<file path="config.mk">
export PLATFORM = sky130hd
export DESIGN_NAME = servo_status_frame_scanner
export DESIGN_NICKNAME = d
export VERILOG_FILES = /design/src/ssfs_pkg.sv /design/src/ssfs_byte_cell.sv /design/src/ssfs_motor_cell.sv /design/src/servo_status_frame_scanner.sv
export SDC_FILE = /design/constraint.sdc
export NUM_CORES = 1
export LEC_CHECK = 0
export ABC_AREA = 1
export BUFFER_PORTS_ARGS = -buffer_cell sky130_fd_sc_hd__buf_4
export CAP_MARGIN = 20
export CORE_ASPECT_RATIO = 0.6
export CORE_UTILIZATION = 39
export DETAILED_ROUTE_END_ITERATION = 8
export GPL_ROUTABILITY_DRIVEN = 0
export RECOVER_POWER = 50
export SLEW_MARGIN = 10
export SYNTH_ARGS = -nofsm -noshare
export SYNTH_HDL_FRONTEND = slang
export SYNTH_SLANG_ARGS = --single-unit
</file>
<file path="constraint.sdc">
create_clock -name clk -period 5 [get_ports clk]
set_clock_uncertainty 0.05 [all_clocks]
set_input_delay 0.25 -clock clk [delete_from_list [all_inputs] [get_ports clk]]
set_output_delay 0.25 -clock clk [all_outputs]
set_load 0.01 [all_outputs]
</file>
<file path="src/ssfs_pkg.sv">
`timescale 1ns / 1ps
// ----------------------------------------------------------------------------
// ssfs_pkg: shared types and constants of the status frame scanner
// Payload structs of both channels and the structs that pass between the
// top level and the motor cells.
// ----------------------------------------------------------------------------
package ssfs_pkg;

	localparam int FRAME_LEN = 8;
	localparam int IDX_W     = 3;
	localparam logic [7:0] SYNC_BYTE = 8'hFF;

	typedef struct packed {
		logic [7:0] rx_byte;
		logic       end_of_response;
	} in_t;

	typedef struct packed {
		logic [IDX_W-1:0] motor_index;
		logic [15:0]      position;
		logic             frame_ok;
		logic             all_ok;
		logic             last_result;
	} out_t;

	// Frame candidate seen by every motor cell in the cycle a byte is taken.
	typedef struct packed {
		logic        test;
		logic [7:0]  id;
		logic        chk_ok;
		logic [15:0] position;
	} probe_t;

	// One motor's reported status, held in the output chain.
	typedef struct packed {
		logic        ok;
		logic [15:0] position;
	} snap_t;

endpackage

</file>
<file path="src/ssfs_byte_cell.sv">
`timescale 1ns / 1ps
// ----------------------------------------------------------------------------
// ssfs_byte_cell: one stage of the frame window
// Holds one byte and takes its neighbor's byte whenever a byte is kept, unless clear empties it.
// ----------------------------------------------------------------------------
module ssfs_byte_cell (
	input  logic       clk,
	input  logic       arst_n,
	input  logic       shift,
	input  logic       clear,
	input  logic [7:0] d,
	output logic [7:0] q
);

	logic [7:0] byte_q;

	always_ff @(posedge clk or negedge arst_n) begin
		if (!arst_n) begin
			byte_q <= '0;
		end else if (clear) begin
			byte_q <= '0;
		end else if (shift) begin
			byte_q <= d;
		end
	end

	assign q = byte_q;

endmodule

</file>
<file path="src/ssfs_motor_cell.sv">
`timescale 1ns / 1ps
// ----------------------------------------------------------------------------
// ssfs_motor_cell: status slot of one motor
// Latches the first frame carrying this motor's id and, at the end of a
// reply, loads the status into an output chain that shifts toward cell 0.
// ----------------------------------------------------------------------------
module ssfs_motor_cell import ssfs_pkg::*; #(
	parameter int INDEX = 0
) (
	input  logic   clk,
	input  logic   arst_n,
	input  probe_t probe,
	input  logic   clear,
	input  logic   load,
	input  logic   shift,
	input  snap_t  snap_in,
	output snap_t  snap_out,
	output logic   ok_next
);

	localparam logic [7:0] BUS_ID = 8'(INDEX + 1);

	logic        matched_q;
	logic        good_q;
	logic [15:0] pos_q;
	logic        hit;
	logic        matched_n;
	logic        good_n;
	logic [15:0] pos_n;
	snap_t       snap_q;

	// Only the first frame for this id counts, even when its checksum fails.
	assign hit       = probe.test && (probe.id == BUS_ID) && !matched_q;
	assign matched_n = matched_q | hit;
	assign good_n    = hit ? probe.chk_ok : good_q;
	assign pos_n     = hit ? probe.position : pos_q;
	assign ok_next   = matched_n & good_n;

	always_ff @(posedge clk or negedge arst_n) begin
		if (!arst_n) begin
			matched_q <= 1'b0;
			good_q    <= 1'b0;
			pos_q     <= '0;
		end else if (clear) begin
			matched_q <= 1'b0;
			good_q    <= 1'b0;
			pos_q     <= '0;
		end else begin
			matched_q <= matched_n;
			good_q    <= good_n;
			pos_q     <= pos_n;
		end
	end

	always_ff @(posedge clk) begin
		if (load) begin
			snap_q.ok       <= ok_next;
			snap_q.position <= ok_next ? pos_n : 16'd0;
		end else if (shift) begin
			snap_q <= snap_in;
		end
	end

	assign snap_out = snap_q;

endmodule

</file>
<file path="src/servo_status_frame_scanner.sv">
`timescale 1ns / 1ps
// ----------------------------------------------------------------------------
// servo_status_frame_scanner: sync-read reply scanner for a serial servo bus
// Finds each motor's first status frame in the reply and reports them.
// ----------------------------------------------------------------------------
// Usage: reply bytes enter on in_valid/in_ready/in_data, one transaction per
// byte, one byte per cycle. At most MOTORS*8 bytes are kept; later ones are
// dropped. A byte with end_of_response set closes the reply: MOTORS results,
// one per motor in index order, leave on out_valid/out_ready/out_data starting
// the cycle after that byte, one per cycle while out_ready is high. The last
// one carries last_result. The frame test runs on the window as the byte is
// taken, combinationally, on the bytes of an eight-stage byte cell chain.
// Results drain from a chain of motor cells; while they drain, ordinary bytes
// of the next reply are still taken, but a further end-of-response byte is
// held off (in_ready low) until the last result has been taken. A stalled
// receiver thus stalls only that closing byte. Reset clears the window, the
// byte count and all motor status, and drops any results not yet taken.
// ----------------------------------------------------------------------------
module servo_status_frame_scanner import ssfs_pkg::*; #(
	parameter int MOTORS = 6
) (
	input  logic clk,
	input  logic arst_n,
	input  logic in_valid,
	output logic in_ready,
	input  in_t  in_data,
	output logic out_valid,
	input  logic out_ready,
	output out_t out_data
);

	localparam int BUF_BYTES = MOTORS * FRAME_LEN;
	localparam int CNT_W     = $clog2(BUF_BYTES + 1);

	logic [CNT_W-1:0] count_q;
	logic [CNT_W-1:0] count_n;
	logic             busy_q;
	logic [IDX_W-1:0] idx_q;
	logic             all_q;
	logic             in_acc;
	logic             out_acc;
	logic             take;
	logic             close;
	logic             is_last;
	logic [7:0]       win [FRAME_LEN];
	logic [7:0]       sum;
	probe_t           probe;
	snap_t            snap [MOTORS];
	logic [MOTORS-1:0] ok_next;

	assign in_ready = !busy_q || !in_data.end_of_response;
	assign in_acc   = in_valid && in_ready;
	assign out_acc  = out_valid && out_ready;
	assign take     = in_acc && (count_q < CNT_W'(BUF_BYTES));
	assign close    = in_acc && in_data.end_of_response;
	assign count_n  = count_q + CNT_W'(take);
	assign is_last  = (idx_q == IDX_W'(MOTORS - 1));

	for (genvar i = 0; i < FRAME_LEN; i++) begin : g_win
		logic [7:0] d;
		if (i == FRAME_LEN - 1) begin : g_tail
			assign d = in_data.rx_byte;
		end else begin : g_body
			assign d = win[i+1];
		end
		ssfs_byte_cell u_cell (
			.clk   (clk),
			.arst_n(arst_n),
			.shift (take),
			.clear (close),
			.d     (d),
			.q     (win[i])
		);
	end

	// The window after this byte is cells 1..7 followed by the new byte.
	assign sum = win[3] + win[4] + win[5] + win[6] + win[7];
	always_comb begin
		probe.test     = take && (count_q >= CNT_W'(FRAME_LEN - 1))
			&& (win[1] == SYNC_BYTE) && (win[2] == SYNC_BYTE);
		probe.id       = win[3];
		probe.chk_ok   = (~sum == in_data.rx_byte);
		probe.position = {win[7], win[6]};
	end

	for (genvar m = 0; m < MOTORS; m++) begin : g_motor
		snap_t s_in;
		if (m == MOTORS - 1) begin : g_end
			assign s_in = '0;
		end else begin : g_mid
			assign s_in = snap[m+1];
		end
		ssfs_motor_cell #(.INDEX(m)) u_cell (
			.clk     (clk),
			.arst_n  (arst_n),
			.probe   (probe),
			.clear   (close),
			.load    (close),
			.shift   (out_acc),
			.snap_in (s_in),
			.snap_out(snap[m]),
			.ok_next (ok_next[m])
		);
	end

	always_ff @(posedge clk or negedge arst_n) begin
		if (!arst_n) begin
			count_q <= '0;
			busy_q  <= 1'b0;
			idx_q   <= '0;
			all_q   <= 1'b0;
		end else begin
			count_q <= close ? '0 : count_n;
			if (close) begin
				busy_q <= 1'b1;
				idx_q  <= '0;
				all_q  <= (count_n == CNT_W'(BUF_BYTES)) && (&ok_next);
			end else if (out_acc) begin
				if (is_last) begin
					busy_q <= 1'b0;
					idx_q  <= '0;
				end else begin
					idx_q <= idx_q + 1'b1;
				end
			end
		end
	end

	assign out_valid = busy_q;
	always_comb begin
		out_data.motor_index = idx_q;
		out_data.position    = snap[0].position;
		out_data.frame_ok    = snap[0].ok;
		out_data.all_ok      = all_q;
		out_data.last_result = is_last;
	end

endmodule

</file>
* Yosys cells after proc, flatten, opt, wreduce, memory -nomap -nowiden
Cells that the tools add are included.
W data, S select, Z words.
** Operators by class
- Reduce and logical (&&, ||, !) cells :: 34
- Bitwise operators :: 13
- $add $sub $neg :: 6
- Magnitude comparators :: 2
- Eq/ne operators :: 11
- Muxes and demuxes :: 69
** Operators with widths (count)
- $mux W16 :: 18
- $mux W17 :: 12
- $mux W8 :: 14
- $add A8 B8 Y8 :: 4
- $eq A8 B3 Y1 const B :: 3
- $mux W1 :: 21
- $logic_and A1 B1 Y1 :: 20
- $eq A8 B2 Y1 const B :: 2
- $eq A8 B8 Y1 const B :: 2
- $mux W3 :: 3
- $eq A8 B1 Y1 const B :: 1
- $eq A8 B8 Y1 :: 1
- $logic_not A1 Y1 :: 8
- $not A8 Y8 :: 1
- $add A6 B1 Y6 :: 1
- $and A1 B1 Y1 :: 6
- $eq A6 B6 Y1 const B :: 1
- $ge A6 B3 Y1 const B :: 1
- $lt A6 B6 Y1 const B :: 1
- $mux W6 :: 1
- $or A1 B1 Y1 :: 6
- $reduce_and A6 Y1 :: 1
- $reduce_bool A2 Y1 :: 3
- $add A3 B1 Y3 const B :: 1
- 3 further kinds :: 3
** Word-level totals
- Output and inout bits :: 24
- Logic and storage cells :: 176
- Register bits :: 277

* Depth between registers and ports, before layout
- Depth in word-level cells :: 13
- Depth in mapped cells :: 23

* Modules after synthesis
Synthesis repeated with hierarchy kept, for this count alone.
** Second synthesis, totals
- Cells, all modules :: 1591
- Area total of the unflattened synthesis :: 14611.5 um^2
** Modules (own cells, without submodules)
- ssfs_motor_cell (g_motor[4].u_cell ...) :: area an instance 1851.8 um^2, seq. area each 960.9 um^2, times used 2, cells an instance 196
- ssfs_motor_cell (g_motor[0].u_cell ...) :: area an instance 1804.2 um^2, seq. area each 960.9 um^2, times used 2, cells an instance 193
- ssfs_byte_cell :: area an instance 335.3 um^2, seq. area each 200.2 um^2, times used 7, cells an instance 35
- ssfs_motor_cell (g_motor[3].u_cell) :: area an instance 1779.2 um^2, seq. area each 960.9 um^2, times used 1, cells an instance 194
- ssfs_motor_cell (g_motor[2].u_cell) :: area an instance 1660.3 um^2, seq. area each 960.9 um^2, times used 1, cells an instance 186
- servo_status_frame_scanner :: area an instance 1512.7 um^2, seq. area each 275.3 um^2, times used 1, cells an instance 188

* Worst setup path before layout
OpenSTA, ideal clock, no wires.
- Path kind :: register to register
- From :: reg g_win[4].u_cell.byte_q[1]
- To :: reg g_motor[0].u_cell.snap_q (netlist bit g_motor[0].u_cell.snap_out[15]), data pin
- Data arrival time :: 3.807 ns
- Cell stages (with the launch flop) :: 17
- Setup slack :: 1.001 ns
- Library setup time :: 0.142 ns
- Path through :: dfrtp_1 -> fa_1 -> fa_1 -> fa_1 -> ha_1 -> inv_1 -> fa_1 -> xnor2_1 -> nand3_1 -> nor2_1 -> nand3_1 -> nor3_4 -> nand3_1 -> a21oi_2 -> nand2_2 -> buf_6 -> o21ai_2
** On the way
- Longest elaborated chain between the ends :: 10
** Ends and longest elaborated chain
- start, declared :: RTL line ssfs_byte_cell.sv:15 : logic [7:0] byte_q;
- start signal, assigned :: RTL line ssfs_byte_cell.sv:19 : byte_q <= '0;
- start signal, assigned :: RTL line ssfs_byte_cell.sv:21 : byte_q <= '0;
- start signal, assigned :: RTL line ssfs_byte_cell.sv:23 : byte_q <= d;
- $add A8 B8 Y8 (4 in a row) :: RTL line servo_status_frame_scanner.sv:77 : assign sum = win[3] + win[4] + win[5] + win[6] + win[7];
- $not A8 Y8 :: RTL line servo_status_frame_scanner.sv:82 : probe.chk_ok = (~sum == in_data.rx_byte);
- $eq A8 B8 Y1 :: RTL line servo_status_frame_scanner.sv:82
- $mux W1 :: RTL line ssfs_motor_cell.sv:35 : assign good_n = hit ? probe.chk_ok : good_q;
- $and A1 B1 Y1 :: RTL line ssfs_motor_cell.sv:37 : assign ok_next = matched_n & good_n;
- $mux W16 :: RTL line ssfs_motor_cell.sv:58 : snap_q.position <= ok_next ? pos_n : 16'd0;
- $mux W17 :: RTL line ssfs_motor_cell.sv:56 : if (load) begin
- end signal, assigned :: RTL line ssfs_motor_cell.sv:60 : snap_q <= snap_in;
- end, declared :: RTL line ssfs_motor_cell.sv:30 : snap_t snap_q;
No other way between the ends.
A chain may end at the register's enable or synchronous reset.

* Worst setup path after layout
- From :: reg g_win[4].u_cell.byte_q[1]
- To :: reg g_motor[0].u_cell.snap_q (netlist bit g_motor[0].u_cell.snap_out[5]), data pin
The elaborated chain is that of the path after synthesis.

==> impl_metrics.tcl <==
set metrics [dict create \
    outcome "finished with violations" \
    violations "max-capacitance violations, max-slew violations" \
    cp.required_ns 5.31 \
    start_util_pct 40.1 \
    design_area_sq_mm 0.0141 \
    stdcell_count 1730 \
    cts_max_level 1 \
    maxCapViolations 3 \
    grt_pass1_wl_mm 48.9 \
    ir_worst_vdd_mv 0.240 \
    clkTransAtPathRegs_ns 0.07 \
    cts-resized-gates 0 \
    setup_viol 0 \
    layout_worst_path_cycle_share_pct 92.5 \
    fp.coreArea_sq_mm 0.0315 \
    synth-seq-area-share_pct 58.9 \
    drv_slew 271 \
    clock_latency_ns 0.54 \
    syn_inst 1264 \
    syn_area_sq_mm 0.0126 \
    area_growth_pct 11.8 \
    dpl_cell_area_sq_mm 0.0133 \
    setup_tns_ns 0 \
    power_mw 6.49 \
    path_class "flip-flop to flip-flop" \
    place_hpwl_mm 20.3 \
    die-area_sq_mm 0.0332 \
    maxSlewHeadroom_pct -71.6 \
    ys.flop_type "dfrtp_1" \
    endpoint_kind "flip-flop" \
    rsz0062_at_grt "no" \
    drtIter0Drc 851 \
    row_count 50 \
    wl_mm 31.0 \
    viasPerCell 5.03 \
    first_global_vias 8224 \
    ys_warn_count 0 \
    timing.fmax_ghz 0.216 \
    drt-pass1-iter-count 5 \
    antenna_found_initial 0 \
    hold_class "input port to flip-flop" \
    hold_violations 0 \
    period_minus_slack_ns 4.63 \
    numPortBuffers 36 \
    dp_cells 1668 \
    final_common_cell "nand2_1" \
    ios 37 \
    path_max_fanout 17 \
    cellPowerDensity_mw_per_mm2 459 \
    netlist-cell-type-count 43 \
    timing.critical_path.arrival_ns 4.94 \
    final_cell_mix "nand2_1 (233), dfrtp_1 (175), nor2_1 (160), inv_1 (145), o21ai_0 (109)" \
    cp-start-kind "flip-flop" \
    p_leak_nw 6.18 \
    synth_area_leaders "dfrtp_1 (35%), edfxtp_1 (24%), nand2_1 (6.9%)" \
    syn_nets 1307 \
    async_reset_ff_share_pct 63.2 \
    grt_util_all_layers_pct 19.3 \
    die_h_um 141 \
    yosys.area.top_type "dfrtp_1" \
    synth.avg_cell_area_sq_um 10.0 \
    routed-via-count 8695 \
    antenna_left 0 \
    hold_slack_ns 0.0171 \
    worst_pin_slew_ns 2.57 \
    cts_tree "done" \
    die_w_um 234 \
    cts_buffers 26 \
    synth_top_area_share_pct 34.7 \
    drive_gt1_share_pct 10.4 \
    final_nets 1337 \
    root_buffer "clkbuf_16" \
    cts_buffer_depth 3 \
    grt_max_degree 176 \
    post-route-drc-count 0 \
    overflow 0 \
    antenna_cells 0 \
    wl_per_cell_um 17.9 \
    synth_edf_count 102 \
    synth_seq_cells 277 \
    cts_sinks 277 \
]
==> sequential cells by signal, summed over array words and instances, names as in the netlist <==
name                      count
g_motor.u_cell.pos_q         96
g_motor.u_cell.matched_q      6
g_motor.u_cell.good_q         6
all_q                         1
count_q                       6
idx_q                         3
g_motor.u_cell.snap_out     102
g_win.u_cell.q               56
out_valid                     1
==> area by class of cell <==
class / instances / area, sq um
Fill cell: 3013 / 17400
Clock buffer: 35 / 736
Inverter: 148 / 558
Multi-Input combinational cell: 781 / 4360
Tap cell: 416 / 520
Timing Repair Buffer: 60 / 420
Clock inverter: 13 / 96.3
Sequential cell: 277 / 7440
==> cells in the mapped netlist, types with 2 or more instances <==
| library cell | n |
|---|---|
| nand2_1 | 232 |
| dfrtp_1 | 175 |
| nor2_1 | 160 |
| inv_1 | 145 |
| o21ai_0 | 109 |
| edfxtp_1 | 102 |
| nand3_1 | 40 |
| a21oi_1 | 38 |
| clkbuf_1 | 37 |
| o21ai_2 | 37 |
| mux2i_1 | 32 |
| o22ai_1 | 27 |
| fa_1 | 20 |
| nor2_2 | 12 |
| o21ai_1 | 11 |
| ha_1 | 10 |
| nand4_1 | 7 |
| buf_6 | 6 |
| buf_1 | 5 |
| buf_2 | 5 |
| buf_4 | 5 |
| nand2_2 | 5 |
| nor3_1 | 5 |
| a21oi_2 | 4 |
| o32ai_1 | 4 |
| xnor2_1 | 4 |
| inv_2 | 3 |
| nand3_2 | 3 |
| xor2_1 | 3 |
| nand4_4 | 2 |
| nor2_4 | 2 |
| nor2_8 | 2 |
| or2_1 | 2 |
==> critical path, cell delays in order, from the launching register on <==
cell     delay (ns)
dfrtp_1        0.40
fa_1           0.57
fa_1           0.43
fa_1           0.49
ha_1           0.18
inv_1          0.07
fa_1           0.44
inv_1          0.11
nand2_1        0.09
nand3_1        0.09
nand2_1        0.05
nand2_1        0.16
nand2_1        0.07
nand2_1        0.27
nand3_1        0.17
a21oi_2        0.21
nand2_2        0.29
o21ai_0        0.29
==> metal layers <==
layer  GRT usage (%)  vias up  wire length, um
met3            4.46       24             2280
met1            32.4     4201            16600
met5               0        -                0
li1                -     4202                -
met2            25.1      268            11800
met4            2.58        0              296
==> power by group <==
part	switching, mW	total [mW]	leakage, nW	internal, mW
Sequential	0.247	3.11	3.39	2.87
Combinational	0.984	1.41	2.38	0.430
Clock	0.872	1.96	0.409	1.09
==> timing repair <==
item / CTS / global route
hold buffers: 13 / 0
buffers inserted: 0 / 1
endpoints found under the setup margin: 0 / 18
hold endpoints to repair: 184 / 0
==> kinds of logic (layout without fill, tap and decap cells) <==
logic type	Yosys count	after routing	synth area share, %
buffers and inverters	206	256	6.67
XOR/XNOR	7	7	0.485
adder cells (fa/ha/maj)	30	30	4.16
multiplexers	32	32	2.53
AO/OA/AOI/OAI	232	232	10.8
flip-flops	277	277	58.9
AND/OR/NAND/NOR	480	480	16.4
==> path summary, 6_finish.rpt <==
check | to | from | depth (start not counted) | slack [ns]
worst min register to register | all_q$_DFFE_PN0P_ | all_q$_DFFE_PN0P_ | 2 | 0.44
max in group asynchronous | g_motor[0].u_cell.pos_q[9]$_DFF_PN0_ | arst_n | 3 | 2.07
min in group asynchronous | idx_q[0]$_DFFE_PN0P_ | arst_n | 3 | 1.11
worst max register to register | g_motor[0].u_cell.snap_out[5]$_DFFE_PP_ | g_win[4].u_cell.q[1]$_DFFE_PN0P_ | 17 | 0.37
worst min-delay path | g_win[7].u_cell.q[1]$_DFFE_PN0P_ | in_data[0] | 2 | 0.02
worst max-delay path | g_motor[0].u_cell.snap_out[5]$_DFFE_PP_ | g_win[4].u_cell.q[1]$_DFFE_PN0P_ | 17 | 0.37
==> stage by stage <==
step,setup slack [ns],utilization [%]
floorplan,1.00,-
global placement,0.418,42.1
detailed placement,0.294,42.1
CTS,0.286,45.1
global route,0.0533,44.8
finish,0.374,44.8
(Power assumes the default switching activity.)
